==> config.mk <==
export PLATFORM = sky130hd
export DESIGN_NAME = dna_two_bit_packer
export DESIGN_NICKNAME = d
export VERILOG_FILES = /design/src/hdl/dtbp_pkg.sv /design/src/hdl/dtbp_classify.sv /design/src/hdl/dtbp_pack.sv /design/src/hdl/dna_two_bit_packer.sv
export SDC_FILE = /design/constraint.sdc
export NUM_CORES = 1
export LEC_CHECK = 0
export ABC_AREA = 1
export BUFFER_PORTS_ARGS = -buffer_cell sky130_fd_sc_hd__buf_2
export CAP_MARGIN = 5
export CORE_MARGIN = 4
export CORE_UTILIZATION = 30
export CTS_BUF_LIST = sky130_fd_sc_hd__clkbuf_2
export DETAILED_ROUTE_END_ITERATION = 8
export SETUP_SLACK_MARGIN = 0.2
export SLEW_MARGIN = 5
export SYNTH_ARGS = -nofsm -noshare
export SYNTH_HDL_FRONTEND = slang
export SYNTH_SLANG_ARGS = --single-unit
==> constraint.sdc <==
create_clock -name clk -period 3.84 [get_ports clk]
set_input_delay 0.192 -clock clk [delete_from_list [all_inputs] [get_ports clk]]
set_output_delay 0.192 -clock clk [all_outputs]
set_load 0.02 [all_outputs]
==> src/hdl/dtbp_pkg.sv <==
// ----------------------------------------------------------------------------
// dtbp_pkg
// Shared types and character constants for the two-bit base packer.
// ----------------------------------------------------------------------------
package dtbp_pkg;

	localparam logic [7:0] CH_DOT     = 8'h2E;
	localparam logic [7:0] CH_N       = 8'h4E;
	localparam logic [7:0] CH_A_UPPER = 8'h41;
	localparam logic [7:0] CH_A_LOWER = 8'h61;
	localparam logic [7:0] CH_C_UPPER = 8'h43;
	localparam logic [7:0] CH_C_LOWER = 8'h63;
	localparam logic [7:0] CH_G_UPPER = 8'h47;
	localparam logic [7:0] CH_G_LOWER = 8'h67;
	localparam logic [7:0] CH_T_UPPER = 8'h54;
	localparam logic [7:0] CH_T_LOWER = 8'h74;

	localparam logic [1:0] CODE_A = 2'd0;
	localparam logic [1:0] CODE_C = 2'd1;
	localparam logic [1:0] CODE_G = 2'd2;
	localparam logic [1:0] CODE_T = 2'd3;

	localparam logic [1:0] SLOT_LAST = 2'd3;

	// classification of one character
	typedef struct packed {
		logic       is_base;
		logic [1:0] code;
		logic [7:0] markup_char;
	} class_t;

	// input stage word handed to the packer
	typedef struct packed {
		logic   valid;
		logic   last;
		class_t cls;
	} stage_t;

endpackage

==> src/hdl/dtbp_classify.sv <==
// ----------------------------------------------------------------------------
// dtbp_classify
// Maps an ASCII character to its two-bit base code and markup character.
// ----------------------------------------------------------------------------
module dtbp_classify
	import dtbp_pkg::*;
(
	input  logic [7:0] base_char,
	output class_t     cls
);

	always_comb begin
		cls.is_base     = 1'b1;
		cls.code        = CODE_A;
		cls.markup_char = 8'd0;
		case (base_char)
			CH_A_UPPER, CH_A_LOWER: begin
				cls.code = CODE_A;
			end
			CH_C_UPPER, CH_C_LOWER: begin
				cls.code = CODE_C;
			end
			CH_G_UPPER, CH_G_LOWER: begin
				cls.code = CODE_G;
			end
			CH_T_UPPER, CH_T_LOWER: begin
				cls.code = CODE_T;
			end
			default: begin
				// anything else packs as A and is reported
				cls.is_base     = 1'b0;
				cls.code        = CODE_A;
				cls.markup_char = (base_char == CH_DOT) ? CH_N : base_char;
			end
		endcase
	end

endmodule

==> src/hdl/dtbp_pack.sv <==
// ----------------------------------------------------------------------------
// dtbp_pack
// Packing state, offset counter and result register with output handshake.
// ----------------------------------------------------------------------------
module dtbp_pack
	import dtbp_pkg::*;
#(
	parameter int OFFSET_BITS = 16
) (
	input  logic        clk,
	input  logic        arst_n,
	input  stage_t      stg,
	output logic        advance,
	output logic        out_valid,
	input  logic        out_ready,
	output logic        packed_valid,
	output logic [7:0]  packed_byte,
	output logic        markup_valid,
	output logic [7:0]  markup_char,
	output logic [15:0] markup_offset,
	output logic        seq_end
);

	localparam logic [OFFSET_BITS-1:0] OFFSET_MAX = '1;

	logic [5:0]             partial_q;
	logic [1:0]             slot_q;
	logic [OFFSET_BITS-1:0] offset_q;

	logic [7:0]  acc;
	logic [7:0]  pb;
	logic        pv;
	logic        emit;
	logic [15:0] offset_ext;

	// the input stage moves on whenever the result register can take a word
	assign advance = !out_valid || out_ready;

	assign acc        = {partial_q, stg.cls.code};
	assign offset_ext = 16'(offset_q);

	always_comb begin
		pv = 1'b0;
		pb = 8'd0;
		if (slot_q == SLOT_LAST) begin
			pv = 1'b1;
			pb = acc;
		end else if (stg.last) begin
			pv = 1'b1;
			case (slot_q)
				2'd0:    pb = {acc[1:0], 6'd0};
				2'd1:    pb = {acc[3:0], 4'd0};
				2'd2:    pb = {acc[5:0], 2'd0};
				default: pb = acc;
			endcase
		end
	end

	assign emit = pv || !stg.cls.is_base || stg.last;

	always_ff @(posedge clk or negedge arst_n) begin
		if (!arst_n) begin
			partial_q <= '0;
			slot_q    <= '0;
			offset_q  <= '0;
		end else if (stg.valid && advance) begin
			if (stg.last) begin
				partial_q <= '0;
				slot_q    <= '0;
				offset_q  <= '0;
			end else begin
				if (slot_q == SLOT_LAST) begin
					partial_q <= '0;
					slot_q    <= '0;
				end else begin
					partial_q <= acc[5:0];
					slot_q    <= slot_q + 2'd1;
				end
				if (offset_q != OFFSET_MAX) begin
					offset_q <= offset_q + 1'b1;
				end
			end
		end
	end

	always_ff @(posedge clk or negedge arst_n) begin
		if (!arst_n) begin
			out_valid <= 1'b0;
		end else if (advance) begin
			out_valid <= stg.valid && emit;
		end
	end

	always_ff @(posedge clk) begin
		if (advance && stg.valid && emit) begin
			packed_valid  <= pv;
			packed_byte   <= pb;
			markup_valid  <= !stg.cls.is_base;
			markup_char   <= stg.cls.markup_char;
			markup_offset <= stg.cls.is_base ? 16'd0 : offset_ext;
			seq_end       <= stg.last;
		end
	end

	a_word_has_content: assert property (@(posedge clk) disable iff (!arst_n)
		out_valid |-> (packed_valid || markup_valid || seq_end))
		else $error("result word with no content");

	a_unused_byte_zero: assert property (@(posedge clk) disable iff (!arst_n)
		(out_valid && !packed_valid) |-> (packed_byte == 8'd0))
		else $error("packed_byte not zero without packed_valid");

	a_unused_markup_zero: assert property (@(posedge clk) disable iff (!arst_n)
		(out_valid && !markup_valid) |-> (markup_char == 8'd0 && markup_offset == 16'd0))
		else $error("markup fields not zero without markup_valid");

	a_last_clears_state: assert property (@(posedge clk) disable iff (!arst_n)
		(stg.valid && advance && stg.last) |=>
		(slot_q == 2'd0 && partial_q == 6'd0 && offset_q == '0))
		else $error("state not cleared after final base");

	a_full_byte_flushes: assert property (@(posedge clk) disable iff (!arst_n)
		(stg.valid && advance && slot_q == SLOT_LAST) |=> (out_valid && packed_valid))
		else $error("completed byte not emitted");

endmodule

==> src/hdl/dna_two_bit_packer.sv <==
// ----------------------------------------------------------------------------
// dna_two_bit_packer
// Packs ASCII bases four to a byte, reporting non-ACGT characters as markup.
// ----------------------------------------------------------------------------
//  channel  | handshake           | payload
//  ---------+---------------------+-------------------------------------------
//  input    | in_valid, in_ready  | base_char, last
//  output   | out_valid, out_ready| packed_valid, packed_byte, markup_valid,
//           |                     | markup_char, markup_offset, seq_end
//
//  one word per cycle sustained while out_ready stays high; an accepted word
//  passes through the input register, then the result register, to the output
//  words that raise no result update the state and produce no output word
//  arst_n clears the packing state, offset counter and both valid flags
//  a stall on out_ready holds the result register and backs up into the input
//  register; in_ready falls only when both hold a word
// ----------------------------------------------------------------------------
module dna_two_bit_packer
	import dtbp_pkg::*;
#(
	parameter int OFFSET_BITS = 16
) (
	input  logic        clk,
	input  logic        arst_n,
	input  logic        in_valid,
	output logic        in_ready,
	input  logic [7:0]  base_char,
	input  logic        last,
	output logic        out_valid,
	input  logic        out_ready,
	output logic        packed_valid,
	output logic [7:0]  packed_byte,
	output logic        markup_valid,
	output logic [7:0]  markup_char,
	output logic [15:0] markup_offset,
	output logic        seq_end
);

	logic       valid_s1;
	logic [7:0] base_char_s1;
	logic       last_s1;
	logic       advance;
	class_t     cls;
	stage_t     stg;

	assign in_ready = !valid_s1 || advance;

	always_ff @(posedge clk or negedge arst_n) begin
		if (!arst_n) begin
			valid_s1 <= 1'b0;
		end else if (in_ready) begin
			valid_s1 <= in_valid;
		end
	end

	always_ff @(posedge clk) begin
		if (in_ready && in_valid) begin
			base_char_s1 <= base_char;
			last_s1      <= last;
		end
	end

	dtbp_classify u_classify (
		.base_char (base_char_s1),
		.cls       (cls)
	);

	assign stg.valid = valid_s1;
	assign stg.last  = last_s1;
	assign stg.cls   = cls;

	dtbp_pack #(
		.OFFSET_BITS (OFFSET_BITS)
	) u_pack (
		.clk           (clk),
		.arst_n        (arst_n),
		.stg           (stg),
		.advance       (advance),
		.out_valid     (out_valid),
		.out_ready     (out_ready),
		.packed_valid  (packed_valid),
		.packed_byte   (packed_byte),
		.markup_valid  (markup_valid),
		.markup_char   (markup_char),
		.markup_offset (markup_offset),
		.seq_end       (seq_end)
	);

endmodule

==> impl_metrics.json, run 1 <==
{
  "outcome": "finished clean",
  "vdd_drop_max_uv": 164,
  "io_pins": 50,
  "routedWlPerCell_um": 12.6,
  "dp_cells": 519,
  "final_max_slew_viol_count": 0,
  "crit_type": "flop to flop",
  "drt_wl_total_um": 6920,
  "worstMarginPinSlew_ps": 817,
  "whs_ps": 213,
  "grt_max_degree": 27,
  "cts_num_sinks": 70,
  "grt_pass1_vias": 2456,
  "power_density_nw_per_um2": 426,
  "floorplan.die.width_um": 112,
  "hold_viol_final": 0,
  "ys.flop_type": "edfxtp_1",
  "clkPwrFrac_pct": 26.6,
  "drc": 0,
  "initial_utilization_pct": 31.1,
  "cp.required_ps": 4080,
  "gr-total-overflow": 0,
  "cp_max_fo": 21,
  "syn_nets": 358,
  "dieArea_sq_um": 12500,
  "fin_crit_ps": 2640,
  "post-route-period-util_pct": 68.7,
  "timing.fmax_ghz": 0.379,
  "p_switching_uw": 526,
  "startpoint_type": "flop",
  "htreeDepth": 3,
  "seqPwrFrac_pct": 55.8,
  "nNetsFinal": 425,
  "final_common_cell": "nand2_1",
  "netlist_area_sq_um": 3240,
  "die_h_um": 112,
  "vias_per_cell": 4.48,
  "track_usage_pct": 11.8,
  "syn_inst": 340,
  "place_congestion": 0.840,
  "synth_edf_count": 44,
  "ant_nets": 0,
  "cts_tree": "yes",
  "hold_path_class": "input port to asynchronous set/reset pin",
  "switching_share_pct": 31.7,
  "hold_buffers": 13,
  "synth.avg_cell_area_sq_um": 9.53,
  "root_buffer": "clkbuf_2",
  "arrival_ps": 2870,
  "finalPower_uw": 1660,
  "num-fill-cells": 1061,
  "synth_area_leaders": "edfxtp_1, dfrtp_1, nand2_1, inv_1, nor2_1",
  "drive_gt1_share_pct": 18.9,
  "postSynthRegisterBits": 70,
  "cp-end-kind": "flop",
  "drv_cap": 0,
  "max_slew_margin_pct": 45.4,
  "rows": 37,
  "internal_power_uw": 1130,
  "drtPass1Iterations": 4,
  "drt_iter0_drc": 102,
  "p_leak_uw": 0.00171,
  "place_hpwl_um": 5020,
  "clockBufferDepth": 2,
  "antenna_found_initial": 0,
  "comb_power_share_pct": 17.6,
  "cts_resized": 0,
  "synth.distinct_cells": 26,
  "clock_latency_ps": 520,
  "portBuffers": 49,
  "setup_tns_ps": 0,
  "yosysTopAreaCell": "edfxtp_1",
  "skew_ps": 29.7,
  "grt_pass1_wl_um": 11900,
  "ys_warn_count": 0,
  "synth_top_area_share_pct": 40.8,
  "cts_buffers": 9,
  "layout.cells.non_filler": 548,
  "rsz0062_at_grt": "false",
  "ys_seq_area_share_pct": 60.8,
  "placeableCoreArea_sq_um": 10400,
  "antennaDiodeCount": 0,
  "syn_to_final_growth_pct": 20.0,
  "finalSetupViolations": 0,
  "post_cts_buffers": 0,
  "ys_async_sr_fraction_pct": 37.1,
  "route.vias.total": 2455,
  "clkSlewWorstSetupHoldPaths_ps": 210,
  "layout_common_cells": "nand2_1, inv_1, buf_2"
}
==> through the flow <==
stage | cell area, sq um | util [%] | setup WS (ps)
2_1_floorplan | 3240 | - | 637
3_3_place_gp | 3640 | 34.9 | 1330
3_5_place_dp | 3640 | 34.9 | 1190
4_1_cts | 3890 | 37.3 | 1140
5_1_grt | 3890 | 37.3 | 950
6_report | 3890 | 37.3 | 1200
==> metal layers <==
metal	vias up	part of all wire [%]	GRT usage (%)
li1	1249	-	-
met1	1142	43	13.7
met2	56	51	20.8
met3	8	4.8	4.29
met4	0	1.0	2.72
met5	-	0	0
==> state kept, by name, summed over array words and instances (netlist names) <==
register,count
base_char_s1,8
valid_s1,1
u_pack.markup_offset,16
u_pack.slot_q,2
u_pack.packed_valid,1
last_s1,1
u_pack.packed_byte,8
u_pack.partial_q,6
u_pack.offset_ext,16
u_pack.markup_char,8
u_pack.markup_valid,1
u_pack.seq_end,1
u_pack.out_valid,1
==> cell families after synthesis <==
group,synth area share (%)
flops,60.8
compound gates,5.44
fa+ha+maj,1.93
buf+inv,8.14
simple gates,22.8
xor+xnor,0.811
==> cells in the mapped netlist (all sizes together), types with 2 or more instances <==
library cell  number
nor2              47
o22ai              8
edfxtp            44
ha                 5
dfrtp             26
inv               55
buf                4
clkbuf             3
nand3             27
o21ai             20
nand2             80
a21oi              2
xor2               3
nand4             12
==> worst max-delay path: stages (launching register included) <==
cell      delay (ps)
edfxtp_1         460
inv_1             90
nor2_1            40
and2_1           180
nand2_1          140
nand2_1          490
a21oi_4          700
buf_12           240
==> power groups by stage <==
stage          Sequential (uW)  Clock, uW  Combinational, uW
6_report                   924        441                291
5_1_grt                    934        493                322
4_1_cts                    925        458                296
3_5_place_dp               941          0                284
3_3_place_gp               940          0                280
2_1_floorplan              987          0                140
==> worst paths after layout <==
kind                                      from  depth (start not counted)                 endpoint  slack, ps
max reg2reg                    base_char_s1[2]                          7  u_pack.markup_offset[5]       1200
max                            base_char_s1[2]                          7  u_pack.markup_offset[5]       1200
min in group clk                  base_char[4]                          2          base_char_s1[4]        360
max in group asynchronous               arst_n                          2     u_pack.offset_ext[2]       3190
min reg2reg                u_pack.partial_q[4]                          2      u_pack.partial_q[4]        520
min                                     arst_n                          2      u_pack.partial_q[0]        210
==> cell type report <==
class / count / area, sq um / area share [%]
well taps: 136 / 170 / 4.37
flip-flops and latches: 70 / 1970 / 50.7
clock inverters: 7 / 78.8 / 2.03
clock buffers: 9 / 45.0 / 1.16
repair buffers: 63 / 395 / 10.2
inverters: 55 / 211 / 5.44
multi-input cells: 208 / 1020 / 26.2
Note: power is estimated with default switching activity, not from simulation.
==> inputs of run 2 (changes only) <==
- clock period: 3.84 -> 2.55 ns (I/O delays scaled with it)
==> impl_metrics.json, run 2 (synthesis gave the netlist of run 1 again) <==
{
  "fin_crit_ps": 1950,
  "clock_latency_ps": 520,
  "grt_pass1_wl_um": 12000,
  "floorplan.die.width_um": 112,
  "grt_pass1_vias": 2564,
  "drc": 0,
  "p_leak_uw": 0.00170,
  "dp_slack_ps": 651,
  "root_buffer": "clkbuf_2",
  "hold_viol_final": 0,
  "cp_max_fo": 35,
  "dieArea_sq_um": 12500,
  "drtPass1Iterations": 4,
  "crit_end": "u_pack.markup_offset[10]",
  "cts_resized": 0,
  "syn_to_final_growth_pct": 19.2,
  "antenna_found_initial": 0,
  "initial_utilization_pct": 31.1,
  "final_common_cell": "nand2_1",
  "worstMarginPinSlew_ps": 646,
  "post_cts_buffers": 0,
  "multi_input_area_sq_um": 1020,
  "arrival_ps": 2120,
  "cp-end-kind": "flop",
  "clkSlewWorstSetupHoldPaths_ps": 220,
  "final_max_slew_viol_count": 0,
  "routedWlPerCell_um": 12.5,
  "clockBufferDepth": 2,
  "drt_iter0_drc": 111,
  "max_slew_margin_pct": 56.9,
  "setup_tns_ps": 0,
  "layout_common_cells": "nand2_1, inv_1, buf_2",
  "cp.required_ps": 2720,
  "track_usage_pct": 11.7,
  "cts_num_sinks": 70,
  "gr-total-overflow": 0,
  "hold_path_class": "input port to asynchronous set/reset pin",
  "placeableCoreArea_sq_um": 10400,
  "portBuffers": 49,
  "post-route-period-util_pct": 76.4,
  "power_density_nw_per_um2": 610,
  "die_h_um": 112,
  "vias_per_cell": 4.51,
  "drive_gt1_share_pct": 18.8,
  "timing.fmax_ghz": 0.513,
  "rr_worst_depth": 7,
  "skew_ps": 36.1,
  "drv_cap": 0,
  "r2r_start": "base_char_s1[2]",
  "nNetsFinal": 427,
  "crit_start": "base_char_s1[2]",
  "route.vias.total": 2483,
  "rsz0062_at_grt": "false",
  "reg2reg_to": "u_pack.markup_offset[10]",
  "place_congestion": 0.829,
  "startpoint_type": "flop",
  "drt_wl_total_um": 6880,
  "crit_type": "flop to flop",
  "num-fill-cells": 1057,
  "vdd_drop_max_uv": 333,
  "cts_buffers": 9,
  "finalSetupViolations": 0,
  "ant_nets": 0,
  "place_hpwl_um": 4830,
  "htreeDepth": 3,
  "final-seq-area_sq_um": 1970,
  "io_pins": 50,
  "antennaDiodeCount": 0,
  "outcome": "finished clean",
  "grt_max_degree": 36,
  "rows": 37,
  "fin_ws_ps": 601,
  "cts_tree": "yes",
  "ff2ff_setup_slack_ps": 600
}
==> run 2: cell count changes in the layout (fill, tap and decap cells not counted) <==
cell and delta:
clkinv_2 +1, inv_6 -2, clkinv_4 +1, bufinv_16 -1, buf_4 +2, clkinv_1 +1
buf_12 -1, dlygate4sd3_1 +1
==> run 2: layout make-up <==
class	count	area share [%]
Tap cell	136	4.40
Sequential cell	70	51.0
Timing Repair Buffer	65	10.4
Inverter	55	5.47
Clock inverter	7	1.26
Clock buffer	9	1.17
Multi-Input combinational cell	208	26.3
==> run 2: worst min path at each step <==
stage	depth (start not counted)	from	slack [ps]	to
2_1_floorplan	0	arst_n	-170	u_pack.offset_ext[0]
5_1_grt	2	arst_n	160	u_pack.out_valid
3_3_place_gp	1	arst_n	190	u_pack.offset_ext[0]
3_5_place_dp	1	arst_n	190	u_pack.offset_ext[5]
4_1_cts	2	arst_n	130	u_pack.out_valid
6_report	2	arst_n	150	valid_s1
==> run 2: where the power goes <==
| part | switching [uW] | internal [uW] |
|---|---|---|
| Sequential | 58.5 | 1330 |
| Combinational | 298 | 132 |
| Clock | 413 | 127 |
==> run 2: through the flow <==
stage | hold WS, ps | util (%) | cells | instance area, sq um | power [uW]
after CTS | 130 | 37.1 | 550 | 3860 | 2390
after detailed placement | 190 | 34.9 | 520 | 3630 | 1830
after floorplan | -168 | - | 340 | 3250 | 1700
final | 145 | 37.1 | 550 | 3860 | 2360
after global routing | 158 | 37.1 | 550 | 3860 | 2500
after global placement | 187 | 34.9 | 520 | 3630 | 1830
==> run 2: layer usage <==
layer | GRT usage (%) | routed length (um) | part of all wire, %
met1 | 13.8 | 2950 | 43
met2 | 20.5 | 3520 | 51
met3 | 3.15 | 324 | 4.7
met4 | 4.41 | 85 | 1.2
met5 | 0 | 0 | 0
==> run 2: repair_timing <==
item / CTS / global route
endpoints found under the hold margin: 37 / 0
hold buffers: 14 / 0
setup endpoints to repair: 0 / 0
==> run 2: critical path: stages, from the launching register on <==
cell and delay, ps:
edfxtp_1 460, inv_1 90, nor2_1 40, and2_1 190, nand2_1 140, nand2_1 130
a21oi_4 130, buf_4 410
